`src/design/sst_pkg.sv`:
```
package sst_pkg;

	// Default table depth.
	localparam int SLOTS_DEF = 8;

	// Fixed field widths of the word on each channel.
	localparam int FUNC_W    = 2;
	localparam int SLOT_IN_W = 3;
	localparam int SUM_W     = 32;
	localparam int OUT_W     = 4;

	// Operation codes carried in the func field.
	typedef enum logic [FUNC_W-1:0] {
		FN_ALLOC   = 2'd0,
		FN_RELEASE = 2'd1,
		FN_SETSUM  = 2'd2,
		FN_RANK    = 2'd3
	} func_t;

	// Controls from the sequencer to the rank accumulator.
	typedef struct packed {
		logic load_mine;  // read data holds the queried slot's own sum
		logic cmp_en;     // read data holds the sum of the slot under scan
		logic counted;    // the slot under scan is active and not the queried one
	} rank_ctl_t;

endpackage

```
`src/design/sst_sum_mem.sv`:
```
module sst_sum_mem #(
	parameter int SLOTS = sst_pkg::SLOTS_DEF,
	localparam int ADDR_W = (SLOTS > 1) ? $clog2(SLOTS) : 1
) (
	input  logic                       clk,
	input  logic                       we,
	input  logic [ADDR_W-1:0]          waddr,
	input  logic [sst_pkg::SUM_W-1:0]  wdata,
	input  logic                       re,
	input  logic [ADDR_W-1:0]          raddr,
	output logic [sst_pkg::SUM_W-1:0]  rdata
);
	import sst_pkg::*;

	logic [SUM_W-1:0] mem [SLOTS];
	logic [SUM_W-1:0] rdata_q;

	always_ff @(posedge clk) begin
		if (we) begin
			mem[waddr] <= wdata;
		end
	end

	always_ff @(posedge clk) begin
		if (re) begin
			rdata_q <= mem[raddr];
		end
	end

	assign rdata = rdata_q;

endmodule

```
`src/design/sst_rank_acc.sv`:
```
module sst_rank_acc #(
	parameter int SLOTS = sst_pkg::SLOTS_DEF,
	localparam int CNT_W = $clog2(SLOTS + 1)
) (
	input  logic                       clk,
	input  sst_pkg::rank_ctl_t         ctl,
	input  logic [sst_pkg::SUM_W-1:0]  rdata,
	output logic [CNT_W-1:0]           rank
);
	import sst_pkg::*;

	logic [SUM_W-1:0] mine_q;
	logic [CNT_W-1:0] r_q;
	logic [CNT_W-1:0] s_q;

	// Sums are two's complement, so a signed compare gives the ranking order.
	always_ff @(posedge clk) begin
		if (ctl.load_mine) begin
			mine_q <= rdata;
			r_q    <= CNT_W'(1);
			s_q    <= CNT_W'(1);
		end else if (ctl.cmp_en && ctl.counted) begin
			if ($signed(rdata) > $signed(mine_q)) begin
				r_q <= r_q + CNT_W'(1);
			end else if (rdata == mine_q) begin
				s_q <= s_q + CNT_W'(1);
			end
		end
	end

	// Ties share the middle place, truncated: r + floor((s - 1) / 2).
	assign rank = CNT_W'(r_q + ((s_q - CNT_W'(1)) >> 1));

endmodule

```
`src/design/slot_score_table_with_ranking_top.sv`:
```
// Allocate, release, set-sum and a rank query on a free slot pass through EXEC and DONE
// before their result enters the output register; a rank query on an active slot also
// passes through LOAD and a SCAN that reads every slot in turn from the sum memory.
// A new word is taken only in IDLE, so a word is not taken before the last one has
// handed over its result; the single read port of the sum memory makes the scan serial.
// Reset (arst_n low, asynchronous) frees every slot, clears the active count and the sequencer
// and drops out_valid; the sum memory needs no clearing because allocate writes a zero sum.
module slot_score_table_with_ranking_top #(
	parameter int SLOTS = sst_pkg::SLOTS_DEF
) (
	input  logic                           clk,
	input  logic                           arst_n,
	input  logic                           in_valid,
	output logic                           in_stall,
	input  logic [sst_pkg::FUNC_W-1:0]     func,
	input  logic [sst_pkg::SLOT_IN_W-1:0]  slot,
	input  logic signed [sst_pkg::SUM_W-1:0] sum_value,
	output logic                           out_valid,
	input  logic                           out_stall,
	output logic [sst_pkg::OUT_W-1:0]      slot_out,
	output logic [sst_pkg::OUT_W-1:0]      rank_out,
	output logic [sst_pkg::OUT_W-1:0]      active_count,
	output logic                           slot_active
);
	import sst_pkg::*;

	localparam int SLOT_W = (SLOTS > 1) ? $clog2(SLOTS) : 1;
	localparam int CNT_W  = $clog2(SLOTS + 1);
	localparam logic [SLOT_W-1:0] LAST_IDX = SLOT_W'(SLOTS - 1);

	// The sequencer. EXEC carries out the operation; a rank query on an active slot
	// then loads its own sum (LOAD) and sweeps every slot once (SCAN). DONE hands
	// the result to the output register as soon as that register is free.
	typedef enum logic [4:0] {
		ST_IDLE = 5'b00001,
		ST_EXEC = 5'b00010,
		ST_LOAD = 5'b00100,
		ST_SCAN = 5'b01000,
		ST_DONE = 5'b10000
	} state_t;

	state_t            state_q;
	func_t             func_q;
	logic [SLOT_IN_W-1:0] slot_q;
	logic [SUM_W-1:0]  value_q;
	logic [SLOTS-1:0]  flags_q;
	logic [CNT_W-1:0]  count_q;
	logic [SLOT_W-1:0] k_q;
	logic              rank_pending_q;
	logic [OUT_W-1:0]  res_slot_q;
	logic              res_act_q;

	logic              out_valid_q;
	logic [OUT_W-1:0]  slot_out_q;
	logic [OUT_W-1:0]  rank_out_q;
	logic [OUT_W-1:0]  active_count_q;
	logic              slot_active_q;

	logic              fire;
	logic              out_free;
	logic              in_range;
	logic [SLOT_W-1:0] sl_idx;
	logic              slot_flag;
	logic              free_found;
	logic [SLOT_W-1:0] free_idx;

	logic              mem_we;
	logic [SLOT_W-1:0] mem_waddr;
	logic [SUM_W-1:0]  mem_wdata;
	logic              mem_re;
	logic [SLOT_W-1:0] mem_raddr;
	logic [SUM_W-1:0]  mem_rdata;
	rank_ctl_t         rctl;
	logic [CNT_W-1:0]  rank_val;

	// A new word is taken only while the sequencer is idle. The output register
	// parts the two sides, so the next word may enter while a result still waits.
	assign in_stall = (state_q != ST_IDLE);
	assign fire     = in_valid && !in_stall;
	assign out_free = !out_valid_q || !out_stall;

	// A slot number beyond the table leaves all state alone.
	assign in_range  = (int'(slot_q) < SLOTS);
	assign sl_idx    = SLOT_W'(slot_q);
	assign slot_flag = in_range && flags_q[sl_idx];

	// Lowest free slot for allocate.
	always_comb begin
		free_found = 1'b0;
		free_idx   = '0;
		for (int i = SLOTS - 1; i >= 0; i--) begin
			if (!flags_q[i]) begin
				free_found = 1'b1;
				free_idx   = SLOT_W'(i);
			end
		end
	end

	// Sum memory accesses. All writes happen in EXEC and a rank query writes nothing, so
	// its reads, from EXEC through SCAN, never meet a write within the same word.
	always_comb begin
		mem_we    = 1'b0;
		mem_waddr = sl_idx;
		mem_wdata = '0;
		mem_re    = 1'b0;
		mem_raddr = sl_idx;
		rctl      = '0;
		unique case (state_q)
			ST_EXEC: begin
				unique case (func_q)
					FN_ALLOC: begin
						mem_we    = free_found;
						mem_waddr = free_idx;
					end
					FN_RELEASE: begin
						mem_we = in_range;
					end
					FN_SETSUM: begin
						mem_we    = in_range;
						mem_wdata = value_q;
					end
					FN_RANK: begin
						mem_re = slot_flag;
					end
					default: begin
					end
				endcase
			end
			ST_LOAD: begin
				rctl.load_mine = 1'b1;
				mem_re         = 1'b1;
				mem_raddr      = '0;
			end
			ST_SCAN: begin
				rctl.cmp_en  = 1'b1;
				rctl.counted = flags_q[k_q] && (k_q != sl_idx);
				if (k_q != LAST_IDX) begin
					mem_re    = 1'b1;
					mem_raddr = k_q + SLOT_W'(1);
				end
			end
			default: begin
			end
		endcase
	end

	sst_sum_mem #(
		.SLOTS(SLOTS)
	) u_mem (
		.clk  (clk),
		.we   (mem_we),
		.waddr(mem_waddr),
		.wdata(mem_wdata),
		.re   (mem_re),
		.raddr(mem_raddr),
		.rdata(mem_rdata)
	);

	sst_rank_acc #(
		.SLOTS(SLOTS)
	) u_rank (
		.clk  (clk),
		.ctl  (rctl),
		.rdata(mem_rdata),
		.rank (rank_val)
	);

	// Sequencer, active flags, active count and output valid.
	always_ff @(posedge clk or negedge arst_n) begin
		if (!arst_n) begin
			state_q        <= ST_IDLE;
			flags_q        <= '0;
			count_q        <= '0;
			k_q            <= '0;
			rank_pending_q <= 1'b0;
			out_valid_q    <= 1'b0;
		end else begin
			if (state_q == ST_DONE && out_free) begin
				out_valid_q <= 1'b1;
			end else if (!out_stall) begin
				out_valid_q <= 1'b0;
			end

			unique case (state_q)
				ST_IDLE: begin
					if (fire) begin
						state_q <= ST_EXEC;
					end
				end
				ST_EXEC: begin
					rank_pending_q <= 1'b0;
					state_q        <= ST_DONE;
					unique case (func_q)
						FN_ALLOC: begin
							if (free_found) begin
								flags_q[free_idx] <= 1'b1;
								count_q           <= count_q + CNT_W'(1);
							end
						end
						FN_RELEASE: begin
							if (slot_flag) begin
								flags_q[sl_idx] <= 1'b0;
								count_q         <= count_q - CNT_W'(1);
							end
						end
						FN_RANK: begin
							if (slot_flag) begin
								rank_pending_q <= 1'b1;
								state_q        <= ST_LOAD;
							end
						end
						default: begin
						end
					endcase
				end
				ST_LOAD: begin
					k_q     <= '0;
					state_q <= ST_SCAN;
				end
				ST_SCAN: begin
					if (k_q == LAST_IDX) begin
						state_q <= ST_DONE;
					end else begin
						k_q <= k_q + SLOT_W'(1);
					end
				end
				ST_DONE: begin
					if (out_free) begin
						state_q <= ST_IDLE;
					end
				end
				default: begin
					state_q <= ST_IDLE;
				end
			endcase
		end
	end

	// Captured word, per-word result and the output register.
	always_ff @(posedge clk) begin
		if (fire) begin
			func_q  <= func_t'(func);
			slot_q  <= slot;
			value_q <= sum_value;
		end
		if (state_q == ST_EXEC) begin
			if (func_q == FN_ALLOC) begin
				res_slot_q <= free_found ? OUT_W'(free_idx) : OUT_W'(SLOTS);
				res_act_q  <= free_found;
			end else begin
				res_slot_q <= OUT_W'(slot_q);
				res_act_q  <= (func_q == FN_RELEASE) ? 1'b0 : slot_flag;
			end
		end
		if (state_q == ST_DONE && out_free) begin
			slot_out_q     <= res_slot_q;
			rank_out_q     <= rank_pending_q ? OUT_W'(rank_val) : OUT_W'(1);
			active_count_q <= OUT_W'(count_q);
			slot_active_q  <= res_act_q;
		end
	end

	assign out_valid    = out_valid_q;
	assign slot_out     = slot_out_q;
	assign rank_out     = rank_out_q;
	assign active_count = active_count_q;
	assign slot_active  = slot_active_q;

	// The running count always agrees with the flags it summarizes.
	a_count_matches_flags: assert property (@(posedge clk) disable iff (!arst_n)
		count_q == CNT_W'($countones(flags_q)))
		else $error("active count differs from the number of set active flags");

	// The sweep never addresses a slot beyond the table.
	a_scan_in_table: assert property (@(posedge clk) disable iff (!arst_n)
		(state_q == ST_SCAN) |-> (int'(k_q) < SLOTS))
		else $error("rank sweep index beyond the table");

	// No sum is written while a query is reading the table.
	a_no_write_in_query: assert property (@(posedge clk) disable iff (!arst_n)
		(state_q == ST_LOAD || state_q == ST_SCAN) |-> !mem_we)
		else $error("sum memory written during a rank sweep");

	// A query result is delivered only after the sweep has covered the last slot.
	a_sweep_complete: assert property (@(posedge clk) disable iff (!arst_n)
		(state_q == ST_DONE && $past(state_q) == ST_SCAN) |-> ($past(k_q) == LAST_IDX))
		else $error("rank sweep ended early");

endmodule

```
`config.mk`:
```
export PLATFORM = sky130hd
export DESIGN_NAME = slot_score_table_with_ranking_top
export DESIGN_NICKNAME = d
export VERILOG_FILES = /design/src/design/sst_pkg.sv /design/src/design/sst_sum_mem.sv /design/src/design/sst_rank_acc.sv /design/src/design/slot_score_table_with_ranking_top.sv
export SDC_FILE = /design/constraint.sdc
export NUM_CORES = 1
export LEC_CHECK = 0
export BUFFER_PORTS_ARGS = -buffer_cell sky130_fd_sc_hd__buf_4
export CAP_MARGIN = 20
export CORE_MARGIN = 4
export CORE_UTILIZATION = 55
export DETAILED_ROUTE_END_ITERATION = 12
export MAX_ROUTING_LAYER = met4
export PLACE_DENSITY = 0.68
export SYNTH_ARGS = -nofsm -noshare
export SYNTH_HDL_FRONTEND = slang
export SYNTH_SLANG_ARGS = --single-unit
```
`constraint.sdc`:
```
create_clock -name clk -period 10.4 [get_ports clk]
set_input_delay 0 -clock clk [delete_from_list [all_inputs] [get_ports clk]]
set_output_delay 0 -clock clk [all_outputs]
set_load 0.02 [all_outputs]
```
### Word-level counts from Yosys, hierarchy flattened

Memory sizes are Yosys's and may differ from the RTL's. A register that Yosys moved wholly into a read port is not among the register bits.
Cells that the tools add are included.

* output and inout bits: 15
* ROM bits: 0
* bits in writable memories: 256
* word-level logic and storage cells: 137
* memories: 1
* latch bits: 0
* flip-flop bits (word level): 117

* mux-type cells: 61
* shift operators: 0
* div/mod/pow operators: 0
* eq/ne operators: 20
* order comparisons: 6
* reduce and logical (&&, ||, !) cells: 19
* add/subtract/negate cells: 7
* multipliers: 0
* bitwise logic cells: 4

Memories
* u_mem.mem: depth 8, width 32, rd ports 1, clocked after memory_dff 1, wr ports 1, RTL line sst_sum_mem.sv:15 `logic [SUM_W-1:0] mem [SLOTS];`

Operators by type and width (count)
* 2-to-1 mux 32 bit: 2
* 2-to-1 mux 3 bit: 13
* == test 32 bit: 1
* greater-than comparator 32 bit: 1
* 2-to-1 mux 5 bit: 5
* one-hot mux 5 bit (5 select lines): 1
* 2-to-1 mux 1 bit: 24
* 2-to-1 mux 8 bit: 2
* one-hot mux 8 bit (2 select lines): 1
* adder 4 x 1 -> 4 bit, second input constant: 3
* < comparator 3 x 4 -> 1 bit, second input constant: 3
* 2-to-1 mux 4 bit: 3
* inequality test 2 bit, second input constant: 6
* one-hot mux 3 bit (2 select lines): 2
* bitwise AND 8 bit: 1
* inverter 8 bit: 1
* bitwise OR 8 bit: 1
* one-hot mux 4 bit (2 select lines): 1
* subtractor 4 x 1 -> 4 bit, second input constant: 2
* binary-select mux 1 bit (select 3 bit): 2
* demux 1 bit (select 3 bit): 2
* >= comparator 3 x 1 -> 1 bit, second input constant: 2
* logical AND 1 bit: 6
* AND reduction 3 bit: 2
* 25 further kinds: 30

### Longest topological paths before layout

Gate-level depths: netlist of the first run.

* depth after elaboration: 15
* gate-level depth with buffers: 11
* depth with buffers taken out: 9

### Modules after synthesis

From an unflattened synthesis of the first run, not the netlist that was laid out.

* cell total of the unflattened synthesis: 888
* area total of the unflattened synthesis: 16642.2 sq um

By module, submodules not included
* sst_sum_mem: sequential area each 8648.3 sq um, cells each 415, instances 1, area an instance 10786.6 sq um
* slot_score_table_with_ranking_top: sequential area each 2203.4 sq um, cells each 267, instances 1, area an instance 3493.4 sq um
* sst_rank_acc: sequential area each 1121.1 sq um, cells each 206, instances 1, area an instance 2362.3 sq um

### Worst setup path after synthesis of the first run

No wires, ideal clock.

* kind: flip-flop to flip-flop
* from: register state_q[3]
* to: memory u_mem.mem[2][0], enable pin
* cell stages (with the launch flop): 9
* required time: 9.979 ns
* path buffers: 0
* arrival time: 2.872 ns
* slack: 7.107 ns
* clock period less this slack: 3.293 ns
* path through: dfrtp_1 -> nor3_1 -> nand3b_1 -> inv_2 -> nand2_2 -> mux2i_1 -> o211a_1 -> nand2_1 -> nor2_1

* longest elaborated chain between the ends: 4
* elaborated cells on any way between the ends: 5
* those cells by class: eq/ne: 1; mux: 4

Ends and longest elaborated chain
* from (decl): RTL line slot_score_table_with_ranking_top.sv:42 `state_t state_q;`
* from (signal assigned): RTL line slot_score_table_with_ranking_top.sv:171 `state_q <= ST_IDLE;`
* from (signal assigned): RTL line slot_score_table_with_ranking_top.sv:187 `state_q <= ST_EXEC;`
* from (signal assigned): RTL line slot_score_table_with_ranking_top.sv:192 `state_q <= ST_DONE;`
* == test 5 x 2 -> 1 bit *: RTL line slot_score_table_with_ranking_top.sv:108 `unique case (state_q)`
* 2-to-1 mux 1 bit: RTL line slot_score_table_with_ranking_top.sv:108
* 2-to-1 mux 1 bit: RTL line sst_sum_mem.sv:19 `if (we) begin`
* 2-to-1 mux 1 bit (implied by the code): RTL line sst_sum_mem.sv:20 `mem[waddr] <= wdata;`
* to (decl): RTL line sst_sum_mem.sv:15

Every way passes the cells marked *; elsewhere a longest branch is shown, timed or not.

### Worst setup path after layout of the first run

* from: register state_q[4]
* to: register u_mem.rdata_q[26], in the netlist u_mem.rdata[26] (read register of u_mem.mem), data pin

* longest elaborated chain between the ends: 2
* elaborated cells on any way between the ends: 5
* those cells by class: eq/ne: 3; mux: 2

Ends and longest elaborated chain
* == test 5 x 4 -> 1 bit, or another cell as far along: RTL line slot_score_table_with_ranking_top.sv:108
* one-hot mux 1 bit (3 select lines) or one-hot mux 3 bit (2 select lines) (tied branches): RTL line slot_score_table_with_ranking_top.sv:108
* to (decl): RTL line sst_sum_mem.sv:16 `logic [SUM_W-1:0] rdata_q;`

Several ways; a longest one is shown, not always the timed one.
A chain may end at the register's enable or synchronous reset.

==> impl_metrics.yaml, run 1 <==
clocking:
  worstSkewPairLatency_ps: 520
  cts.clk_slew.worst_paths_ps: 60
  cts_post_setup_buffers_inserted: 0
  root_buffer: "clkbuf_16"
  cts_max_path_buffers: 3
  cts.repair.resized: 0
  cts_tree: "done"
  cts_buffers: 42
  cts_sinks: 405
  h-tree-depth: 2
logic_synthesis:
  synth_simple_gate_area_share_pct: 4.855
  ys_seq_area_share_pct: 70.39
  ys_dominant_reg_cell: "edfxtp_1"
  ys_types: 58
  synth_seq_cells: 405
  synth-warning-count: 0
  muxShareOfSynthArea_pct: 14.58
  synth-edff-count: 375
  syn-num-nets: 1118
  synth.avg_cell_area_um2: 16.55
  synth_top_family_by_area: "multiplexers"
  yosys.area_share.adder_pct: 3.693
  synthXorXnorAreaFrac_pct: 0.6694
  synth-compound-area-share_pct: 3.008
  netlist_area_mm2: 0.01701
  synth_cells: 1028
  async_reset_ff_share_pct: 5.432
drt:
  drc: 0
  vias: 8734
  routed_wl_mm: 31.18
  drt_iter0_drc: 616
  antenna_left: 0
  via_per_inst: 5.549
  drt-pass1-iter-count: 5
  routedWlPerCell_um: 19.81
die:
  design.core.area_mm2: 0.03059
  ios: 56
  die_w_um: 183.9
  initial_core_util_pct: 55.61
  fp.dieArea_mm2: 0.03380
  rows: 64
  die_height_um: 183.9
global_route:
  overflow: 0
  grt_usage_pct: 19.15
  antenna_found_initial: 0
  grt_pass1_wl_mm: 48.85
  grt_max_degree: 45
  grt_pass1_vias: 8534
cells_and_area:
  fin_area_mm2: 0.01958
  syn_to_final_growth_pct: 15.13
  mostFrequentLayoutCells: "375 x edfxtp_1, 202 x mux2i_1, 71 x buf_4"
  layout_commonest_cell: "edfxtp_1"
  nNetsFinal: 1238
  drive_above_1_share_pct: 16.38
  num_antenna_cells: 0
status:
  status: "completed"
timing:
  setup_viol: 0
  period_minus_slack_ps: 4088
  slew_headroom_pct: 30.12
  tightest_slew_ps: 1048
  skew_ps: 8.665
  slew_viol_final: 0
  fmax_mhz: 244.6
  grt_setup_unrepaired: "no"
  tns_ps: 0
  fin_crit_sh_pct: 39.31
  hold_viol_final: 0
min_path:
  worstHoldPathCells: 2
  holdCritPathClass: "in2reg"
power_and_ir_drop:
  combPwrFrac_pct: 13.7
  swShare_pct: 23.95
  internal-power_w: 0.002957
  powerDensity_mw_per_mm2: 198.6
  clkPwrFrac_pct: 36.5
  seqPwrFrac_pct: 49.8
  cellLeakagePower_nw: 7.479
  switching_power_w: 0.0009315
  ir_drop_mv: 0.1541
job:
  drv_cap: 0
critical_path:
  start_kind: "flip-flop"
  worstPathRequired_ps: 10670
  path_class: "reg2reg"
  cp_max_fo: 44
  arrival_ps: 4360
  ff2ff_path_depth: 10
  end_kind: "flip-flop"
placement:
  place_hpwl_mm: 17.60
  post_dp_cell_area_mm2: 0.01783
  gp_congestion: 0.8516
  portBuffers: 55
## power by group through the flow
stage / Combinational (W) / Sequential, W / Clock, W
floorplan: 0.000406 / 0.00195 / 0
global placement: 0.000514 / 0.00197 / 0
detailed placement: 0.000523 / 0.00197 / 0
CTS: 0.000537 / 0.00194 / 0.00145
global route: 0.000577 / 0.00195 / 0.00153
finish: 0.000531 / 0.00194 / 0.00142
## cell families (layout without fill, tap and decap cells)
logic type / count (synthesis) / count (layout)
muxes: 240 / 240
buffers and inverters: 87 / 237
adders and majority gates: 49 / 49
and+or+nand+nor: 158 / 158
AOI/OAI and AO/OA: 76 / 76
DFF: 405 / 405
xor gates and xnor gates: 13 / 13
## worst paths after layout
kind	slack, ps	start	end
worst max-delay path	6310	state_q[4]$_DFFE_PN0P_	u_mem.rdata[26]$_DFFE_PP_
worst min-delay path	200	sum_value[11]	value_q[11]$_DFFE_PP_
min in group asynchronous	510	arst_n	state_q[0]$_DFFE_PN1P_
worst min register to register	420	res_act_q$_DFFE_PP_	slot_active$_DFFE_PP_
max in group asynchronous	9010	arst_n	k_q[1]$_DFFE_PN0P_
worst max register to register	6310	state_q[4]$_DFFE_PN0P_	u_mem.rdata[26]$_DFFE_PP_
## cell usage after synthesis, types with 3 or more instances
| cell | number | area share (%) |
|---|---|---|
| a211oi_1 | 3 | 0.13 |
| nor2_1 | 29 | 0.64 |
| o21ai_0 | 19 | 0.56 |
| edfxtp_1 | 375 | 66 |
| dfrtp_1 | 21 | 3.1 |
| nor2b_1 | 5 | 0.18 |
| buf_2 | 6 | 0.18 |
| a21boi_0 | 3 | 0.13 |
| xor2_1 | 9 | 0.46 |
| and2_1 | 6 | 0.22 |
| nand3b_1 | 4 | 0.18 |
| and3_1 | 33 | 1.2 |
| nand3_1 | 12 | 0.35 |
| clkbuf_1 | 9 | 0.20 |
| mux2i_1 | 202 | 12 |
| nor3_1 | 10 | 0.29 |
| mux2_2 | 36 | 2.4 |
| dfxtp_1 | 8 | 0.94 |
| buf_4 | 9 | 0.40 |
| a21oi_1 | 21 | 0.62 |
| inv_1 | 47 | 1.0 |
| a21o_1 | 12 | 0.53 |
| nand2b_1 | 4 | 0.15 |
| xnor2_1 | 4 | 0.21 |
| ha_1 | 47 | 3.5 |
| nand4_1 | 9 | 0.33 |
| nand2_1 | 35 | 0.77 |
| buf_6 | 14 | 0.93 |
## final cells by class
class | count | area [µm²]
clock buffer | 50 | 1122
fill | 2227 | 11010
inverter | 49 | 188.9
sequential | 405 | 11970
timing repair buffer | 114 | 968.4
clock inverter | 24 | 192.7
multi-input combinational | 536 | 4643
tap | 396 | 495.5
## worst max-delay path, stage by stage (launching register included)
cell and delay, ps:
dfrtp_1 400, nor2_2 170, nand4bb_1 400, inv_6 460
nor2_4 140, a21boi_4 190, buf_4 580, buf_4 710
mux2i_1 280, mux2i_1 110, mux2_2 300
## metrics by stage
stage          utilization (%)  worst slack [ps]  std cells  hold slack, ps  power, W
2_1_floorplan                -              7107       1028          -295.6  0.002358
3_3_place_gp             58.27              6457       1456          -90.26  0.002485
3_5_place_dp             58.27              6292       1456          -86.43  0.002495
4_1_cts                  63.95              6271       1572           166.3  0.003925
5_1_grt                  64.02              6057       1574           182.3  0.004053
6_report                 64.02              6312       1574           195.4  0.003889
## state kept, by name, summed over array words and instances (netlist names)
name / count
count_q: 4
state_q: 5
func_q: 2
slot_active: 1
rank_out: 4
sl_idx: 3
active_count: 4
u_mem.rdata: 32
u_mem.mem: 256
res_act_q: 1
res_slot_q: 4
k_q: 3
u_rank.mine_q: 32
out_valid: 1
flags_q: 8
value_q: 32
u_rank.r_q: 4
rank_pending_q: 1
slot_out: 4
u_rank.s_q: 4
## per-layer routing
metal  up-vias  wire length, µm  GRT usage [%]  part of all wire, %
li1       4175                -              -                    -
met1      4275            13880          26.56                   45
met2       225            14880          29.92                   48
met3        59             1634          3.186                  5.2
met4         0              782          5.146                  2.5
met5         -                0              -                    0
## repair_timing
item / CTS / global route
hold buffers: 42 / 0
endpoints found under the setup margin: 0 / 0
hold endpoints to repair: 63 / 0
(Power assumes the default switching activity.)
==> inputs of run 2 (changes only) <==
==> constraint.sdc (replaced) <==
create_clock -name clk -period 3.95 [get_ports clk]
set_input_delay 0 -clock clk [delete_from_list [all_inputs] [get_ports clk]]
set_output_delay 0 -clock clk [all_outputs]
set_load 0.02 [all_outputs]
==> run 2 against run 1 <==
- clock skew grew 6.1 ps
- setup slack lost 5400 ps
- sequential power grew to 2.6 times the previous value
- combinational power grew to 2.7 times the previous value
- sequential share of layout area shrank 0.81 points
- maximum frequency grew 35%
- total power grew to 2.7 times the previous value
- critical endpoint is now u_mem.rdata[0]$_DFFE_PP_
==> impl_metrics.yaml, run 2 (synthesis gave the netlist of run 1 again) <==
status:
  status: "completed"
critical_path:
  regToRegStartpoint: "k_q[0]$_DFFE_PN0P_"
  end_kind: "flip-flop"
  ff2ff_path_depth: 9
  arrival_ps: 3320
  cp_max_fo: 16
  r2r_slack_ps: 920
  start_kind: "flip-flop"
  worstPathRequired_ps: 4240
  r2r-end: "u_mem.rdata[0]$_DFFE_PP_"
  path_class: "reg2reg"
min_path:
  worstHoldPathCells: 2
  min_to: "value_q[0]$_DFFE_PP_"
  holdCritPathClass: "in2reg"
  min_from: "sum_value[0]"
clocking:
  worstSkewPairLatency_ps: 540
  cts_post_setup_buffers_inserted: 0
  ctsHoldBuffers: 42
  root_buffer: "clkbuf_16"
  cts_tree: "done"
  cts_sinks: 405
  cts_max_path_buffers: 3
  cts_buffers: 43
  h-tree-depth: 2
  cts.clk_slew.worst_paths_ps: 60
  cts.repair.resized: 0
timing:
  grt_setup_unrepaired: "no"
  tns_ps: 0
  skew_ps: 14.73
  period_minus_slack_ps: 3029
  setup_viol: 0
  fmax_mhz: 330.1
  hold_viol_final: 0
  fin_crit_sh_pct: 76.69
  holdWs_ps: 173.5
  slew_viol_final: 0
  slew_headroom_pct: 37.95
  tightest_slew_ps: 904.9
die:
  die_height_um: 183.9
  design.core.area_mm2: 0.03059
  fp.dieArea_mm2: 0.03380
  die_w_um: 183.9
  ios: 56
  rows: 64
  initial_core_util_pct: 55.61
cells_and_area:
  layout_commonest_cell: "edfxtp_1"
  top_register: "u_mem.mem"
  largest_register_ffs: 256
  syn_to_final_growth_pct: 16.67
  num_antenna_cells: 0
  drive_above_1_share_pct: 16.99
  fin_cells: 1585
  fill_cells: 2174
  nNetsFinal: 1245
  mostFrequentLayoutCells: "375 x edfxtp_1, 202 x mux2i_1, 72 x buf_4"
placement:
  dpl.cell_count: 1462
  place_hpwl_mm: 17.55
  gp_congestion: 0.8213
  portBuffers: 55
job:
  drv_cap: 0
drt:
  routed_wl_mm: 33.11
  via_per_inst: 5.618
  drt-pass1-iter-count: 5
  antenna_left: 0
  vias: 8905
  routedWlPerCell_um: 20.89
  drt_iter0_drc: 539
  drc: 0
power_and_ir_drop:
  cellLeakagePower_nw: 7.601
  powerDensity_mw_per_mm2: 537.5
  ir_drop_mv: 0.3481
  power.total_w: 0.01067
global_route:
  grt_pass1_vias: 8924
  grt_usage_pct: 20.31
  top_usage_layer: "met2"
  use_met1_pct: 26.75
  grt_util_met3_pct: 3.106
  overflow: 0
  grt_pass1_wl_mm: 51.16
  antenna_found_initial: 0
  grt_use_met2_pct: 32.99
  grt_max_degree: 65
[run 2: power breakdown]
group	leakage, nW	switching [W]	internal, W	total, W
Sequential	3.61	0.000141	0.00497	0.00511
Combinational	3.27	0.000818	0.000635	0.00145
Clock	0.720	0.00159	0.00251	0.00411
Total	7.60	0.00255	0.00811	0.0107
[run 2: metrics by stage]
step           utilization [%]  setup WS (ps)  instance area (µm²)
3_3_place_gp             58.63          990.9                17930
2_1_floorplan                -          657.2                17010
6_report                 64.88          920.8                19850
3_5_place_dp             58.63          906.5                17930
4_1_cts                  64.76          902.1                19810
5_1_grt                  64.88          677.1                19850
[run 2: worst max path at each step]
stage	to	slack (ps)	start
after floorplan	u_mem.mem[2][0]$_DFFE_PP_	660	state_q[3]$_DFFE_PN0P_
after global placement	u_mem.rdata[19]$_DFFE_PP_	990	k_q[0]$_DFFE_PN0P_
after detailed placement	u_mem.rdata[0]$_DFFE_PP_	910	k_q[0]$_DFFE_PN0P_
after CTS	u_mem.rdata[0]$_DFFE_PP_	900	k_q[0]$_DFFE_PN0P_
after global routing	u_mem.rdata[0]$_DFFE_PP_	680	state_q[4]$_DFFE_PN0P_
final	u_mem.rdata[0]$_DFFE_PP_	920	k_q[0]$_DFFE_PN0P_
[run 2: final cells by class]
class | instances | area [µm²] | area share (%)
Sequential cell | 405 | 11970 | 60.33
Multi-Input combinational cell | 536 | 4643 | 23.40
Clock buffer | 51 | 1137 | 5.731
Timing Repair Buffer | 120 | 1089 | 5.485
Tap cell | 396 | 495.5 | 2.497
Clock inverter | 28 | 319.1 | 1.608
Inverter | 49 | 188.9 | 0.9520
[run 2: routing by layer]
layer  part of all wire (%)  up-vias  wire (µm)
li1                       -     4176          -
met1                     43     4455      14340
met2                     49      211      16180
met3                    5.1       63       1684
met4                    2.8        0        915
met5                      0        -          0
[run 2: critical path, stage by stage, from the launching register on]
cell and delay [ps]:
dfrtp_1 450, ha_1 240, ha_1 180, and4b_2 350, nor2_4 90, a21boi_4 460, buf_4 380, mux2i_1 240
mux2i_1 100, mux2_2 270
==> inputs of run 3 (changes only) <==
--- a/config.mk
+++ b/config.mk
@@ -5,13 +5,14 @@
 export SDC_FILE = /design/constraint.sdc
 export NUM_CORES = 1
 export LEC_CHECK = 0
+export ABC_AREA = 1
 export BUFFER_PORTS_ARGS = -buffer_cell sky130_fd_sc_hd__buf_4
 export CAP_MARGIN = 20
 export CORE_MARGIN = 4
 export CORE_UTILIZATION = 55
 export DETAILED_ROUTE_END_ITERATION = 12
 export MAX_ROUTING_LAYER = met4
-export PLACE_DENSITY = 0.68
+export PLACE_DENSITY = 0.71
 export SYNTH_ARGS = -nofsm -noshare
 export SYNTH_HDL_FRONTEND = slang
 export SYNTH_SLANG_ARGS = --single-unit
==> constraint.sdc (replaced) <==
create_clock -name clk -period 2.7 [get_ports clk]
set_input_delay 0 -clock clk [delete_from_list [all_inputs] [get_ports clk]]
set_output_delay 0 -clock clk [all_outputs]
set_load 0.02 [all_outputs]
==> run 3 against run 2 <==
- area after synthesis increased by 2.0%
- die area increased by 1.9%
- count of clock-buffer cells in the layout shrank 2
- utilization rose by 1.6 points
- largest power group unchanged
==> impl_metrics.yaml, run 3 <==
status:
  status: "completed"
critical_path:
  ff2ff_path_depth: 13
  cp_common_cell: "o21ai_1"
  cp_max_fo: 41
  regToRegStartpoint: "k_q[0]$_DFFE_PN0P_"
  critical_path.top_delay_family: "buffers and inverters"
  worstPathRequired_ps: 2980
  r2r_slack_ps: 210
  worst-path-buf-inv: 3
  r2r-end: "u_mem.rdata[16]$_DFFE_PP_"
  slowest_stage: "dfrtp_1"
  start_kind: "flip-flop"
  path_class: "reg2reg"
  critPathMaxStageDelay_ps: 450
  crit_chain: "ha_1 -> ha_1 -> inv_1 -> nand2_2 -> nand2_4 -> o21ai_4 -> buf_12 -> buf_4 -> a21oi_2 -> o21ai_1 -> o21ai_1 -> nand2_1 -> o21ai_1"
  arrival_ps: 2770
  end_kind: "flip-flop"
clocking:
  worstSkewPairLatency_ps: 540
  cts_tree: "done"
  root_buffer: "clkbuf_16"
  cts.clk_slew.worst_paths_ps: 60
  cts_buffers: 43
  cts_max_path_buffers: 3
  cts_sinks: 405
  h-tree-depth: 2
global_route:
  grt_usage_pct: 21.48
  overflow: 0
  grt_pass1_wl_mm: 56.55
  antenna_found_initial: 0
  grt_pass1_vias: 10680
  grt_max_degree: 75
drt:
  wl_met2_mm: 17.95
  vias: 10780
  drc: 0
  drt_iter0_drc: 594
  via_per_inst: 5.361
  highest_layer: "met4"
  drt-pass1-iter-count: 6
  antenna_left: 0
  routedWlPerCell_um: 17.53
  routed_wl_mm: 35.24
  drt-met1-wl_mm: 14.84
  wl_met3_mm: 1.906
logic_synthesis:
  yosysTopAreaCell: "edfxtp_1"
  synth_cells: 1448
  synth_seq_cells: 405
  synthMostInstantiatedCell: "edfxtp_1"
  synth_top_cell_area_share_pct: 64.89
  syn-num-nets: 1538
  synth.avg_cell_area_um2: 11.98
  ys_seq_area_share_pct: 68.99
  synth-edff-count: 375
  netlist_area_mm2: 0.01735
  yosys-top-cells-count: "375 x edfxtp_1, 208 x inv_1, 208 x nand2_1, 120 x o21ai_1, 102 x nor2_1"
  ys_types: 40
  synthTopCellsByArea: "edfxtp_1 65%, inv_1 4.5%, nand2_1 4.5%, o21ai_1 3.5%, ha_1 3.4%"
  async_reset_ff_share_pct: 5.432
  ys_dominant_reg_cell: "edfxtp_1"
  synth-warning-count: 0
cells_and_area:
  drive_above_1_share_pct: 15.43
  post-route-util_pct: 66.51
  fin_area_mm2: 0.02051
  mostFrequentLayoutCells: "375 x edfxtp_1, 208 x inv_1, 208 x nand2_1"
  layout_commonest_cell: "edfxtp_1"
  largest_register_ffs: 256
  num_antenna_cells: 0
  top_register: "u_mem.mem"
  syn_to_final_growth_pct: 18.16
  nNetsFinal: 1671
die:
  initial_core_util_pct: 56.29
  die_height_um: 185.6
  die_w_um: 185.6
  ios: 56
  fp.dieArea_mm2: 0.03446
  design.core.area_mm2: 0.03083
  rows: 64
placement:
  post_dp_cell_area_mm2: 0.01867
  place_hpwl_mm: 21.05
  gp_congestion: 0.9437
  portBuffers: 55
timing:
  period_minus_slack_ps: 2488
  slew_headroom_pct: 55.57
  setup_viol: 0
  hold_viol_final: 0
  fmax_mhz: 402.0
  fin_crit_sh_pct: 92.14
  tightest_slew_ps: 664.0
  grt_setup_unrepaired: "no"
  skew_ps: 11.48
  slew_viol_final: 0
min_path:
  worstHoldPathCells: 2
  holdCritPathClass: "in2reg"
  min_to: "value_q[14]$_DFFE_PP_"
  min_from: "sum_value[14]"
job:
  drv_cap: 0
power_and_ir_drop:
  cellLeakagePower_nw: 8.059
  powerDensity_mw_per_mm2: 771.0
  ir_drop_mv: 0.5948
==> run 3: report_power, final <==
part	total, W	switching, W	leakage, nW	internal [W]
logic	0.00261	0.00169	3.17	0.000912
clock network	0.00581	0.00236	0.693	0.00345
registers	0.00739	0.000137	4.20	0.00725
==> run 3: cell type report <==
class	count	area (µm²)
Clock inverter	29	294.0
Inverter	220	825.8
Timing Repair Buffer	144	1456
Multi-Input combinational cell	767	4353
Sequential cell	405	11970
Clock buffer	49	1109
Tap cell	396	495.5
Fill cell	2188	10320
==> run 3: logic make-up after synthesis <==
logic type | Yosys count | share of synthesized area [%]
DFF | 405 | 68.99
xor gates and xnor gates | 12 | 0.6056
and+or+nand+nor | 369 | 8.717
buffers and inverters | 276 | 6.503
adders and majority gates | 49 | 3.619
AOI/OAI and AO/OA | 337 | 11.56
==> run 3: worst reg2reg max path: cells and delay by family, from the launching register on <==
family                     cells  cell delay (ps)
buffers and inverters          3              640
adders and majority gates      2              370
AOI/OAI and AO/OA              5              480
and+or+nand+nor                3              290
DFF                            1              450
==> run 3: how the worst max path moves through the flow <==
stage | cells after the start | end | startpoint | slack (ps)
5_1_grt | 10 | u_mem.rdata[0]$_DFFE_PP_ | k_q[0]$_DFFE_PN0P_ | 50
4_1_cts | 10 | u_mem.rdata[2]$_DFFE_PP_ | k_q[0]$_DFFE_PN0P_ | 220
2_1_floorplan | 9 | u_mem.mem[3][0]$_DFFE_PP_ | func_q[0]$_DFFE_PP_ | -280
3_5_place_dp | 8 | u_mem.mem[3][18]$_DFFE_PP_ | state_q[3]$_DFFE_PN0P_ | 240
3_3_place_gp | 10 | u_mem.rdata[4]$_DFFE_PP_ | k_q[0]$_DFFE_PN0P_ | 310
6_report | 13 | u_mem.rdata[16]$_DFFE_PP_ | k_q[0]$_DFFE_PN0P_ | 210
==> run 3: layer usage <==
metal | track usage, % | up-vias
li1 | - | 5265
met1 | 28.06 | 5179
met2 | 36.83 | 285
met3 | 2.814 | 46
met4 | 4.197 | 0
met5 | - | -
==> run 3: stage by stage <==
step / hold slack, ps / power, W / instances / worst slack, ps / setup TNS [ps]
final: 175.8 / 0.01581 / 2010 / 212.3 / 0
after global routing: 161.6 / 0.01653 / 2010 / 45.13 / 0
after CTS: 154.2 / 0.01593 / 2009 / 222.0 / 0
after detailed placement: -86.96 / 0.01007 / 1889 / 240.9 / 0
after global placement: -91.43 / 0.009964 / 1889 / 313.8 / 0
after floorplan: -295.6 / 0.009271 / 1448 / -281.9 / -39390
==> run 3: what timing repair did <==
| item | CTS | global route |
|---|---|---|
| hold buffers | 42 | 0 |
| resized for setup | 0 | 1 |
| buffers inserted | 0 | 0 |
| setup endpoints to repair | 0 | 128 |
| endpoints found under the hold margin | 76 | 0 |
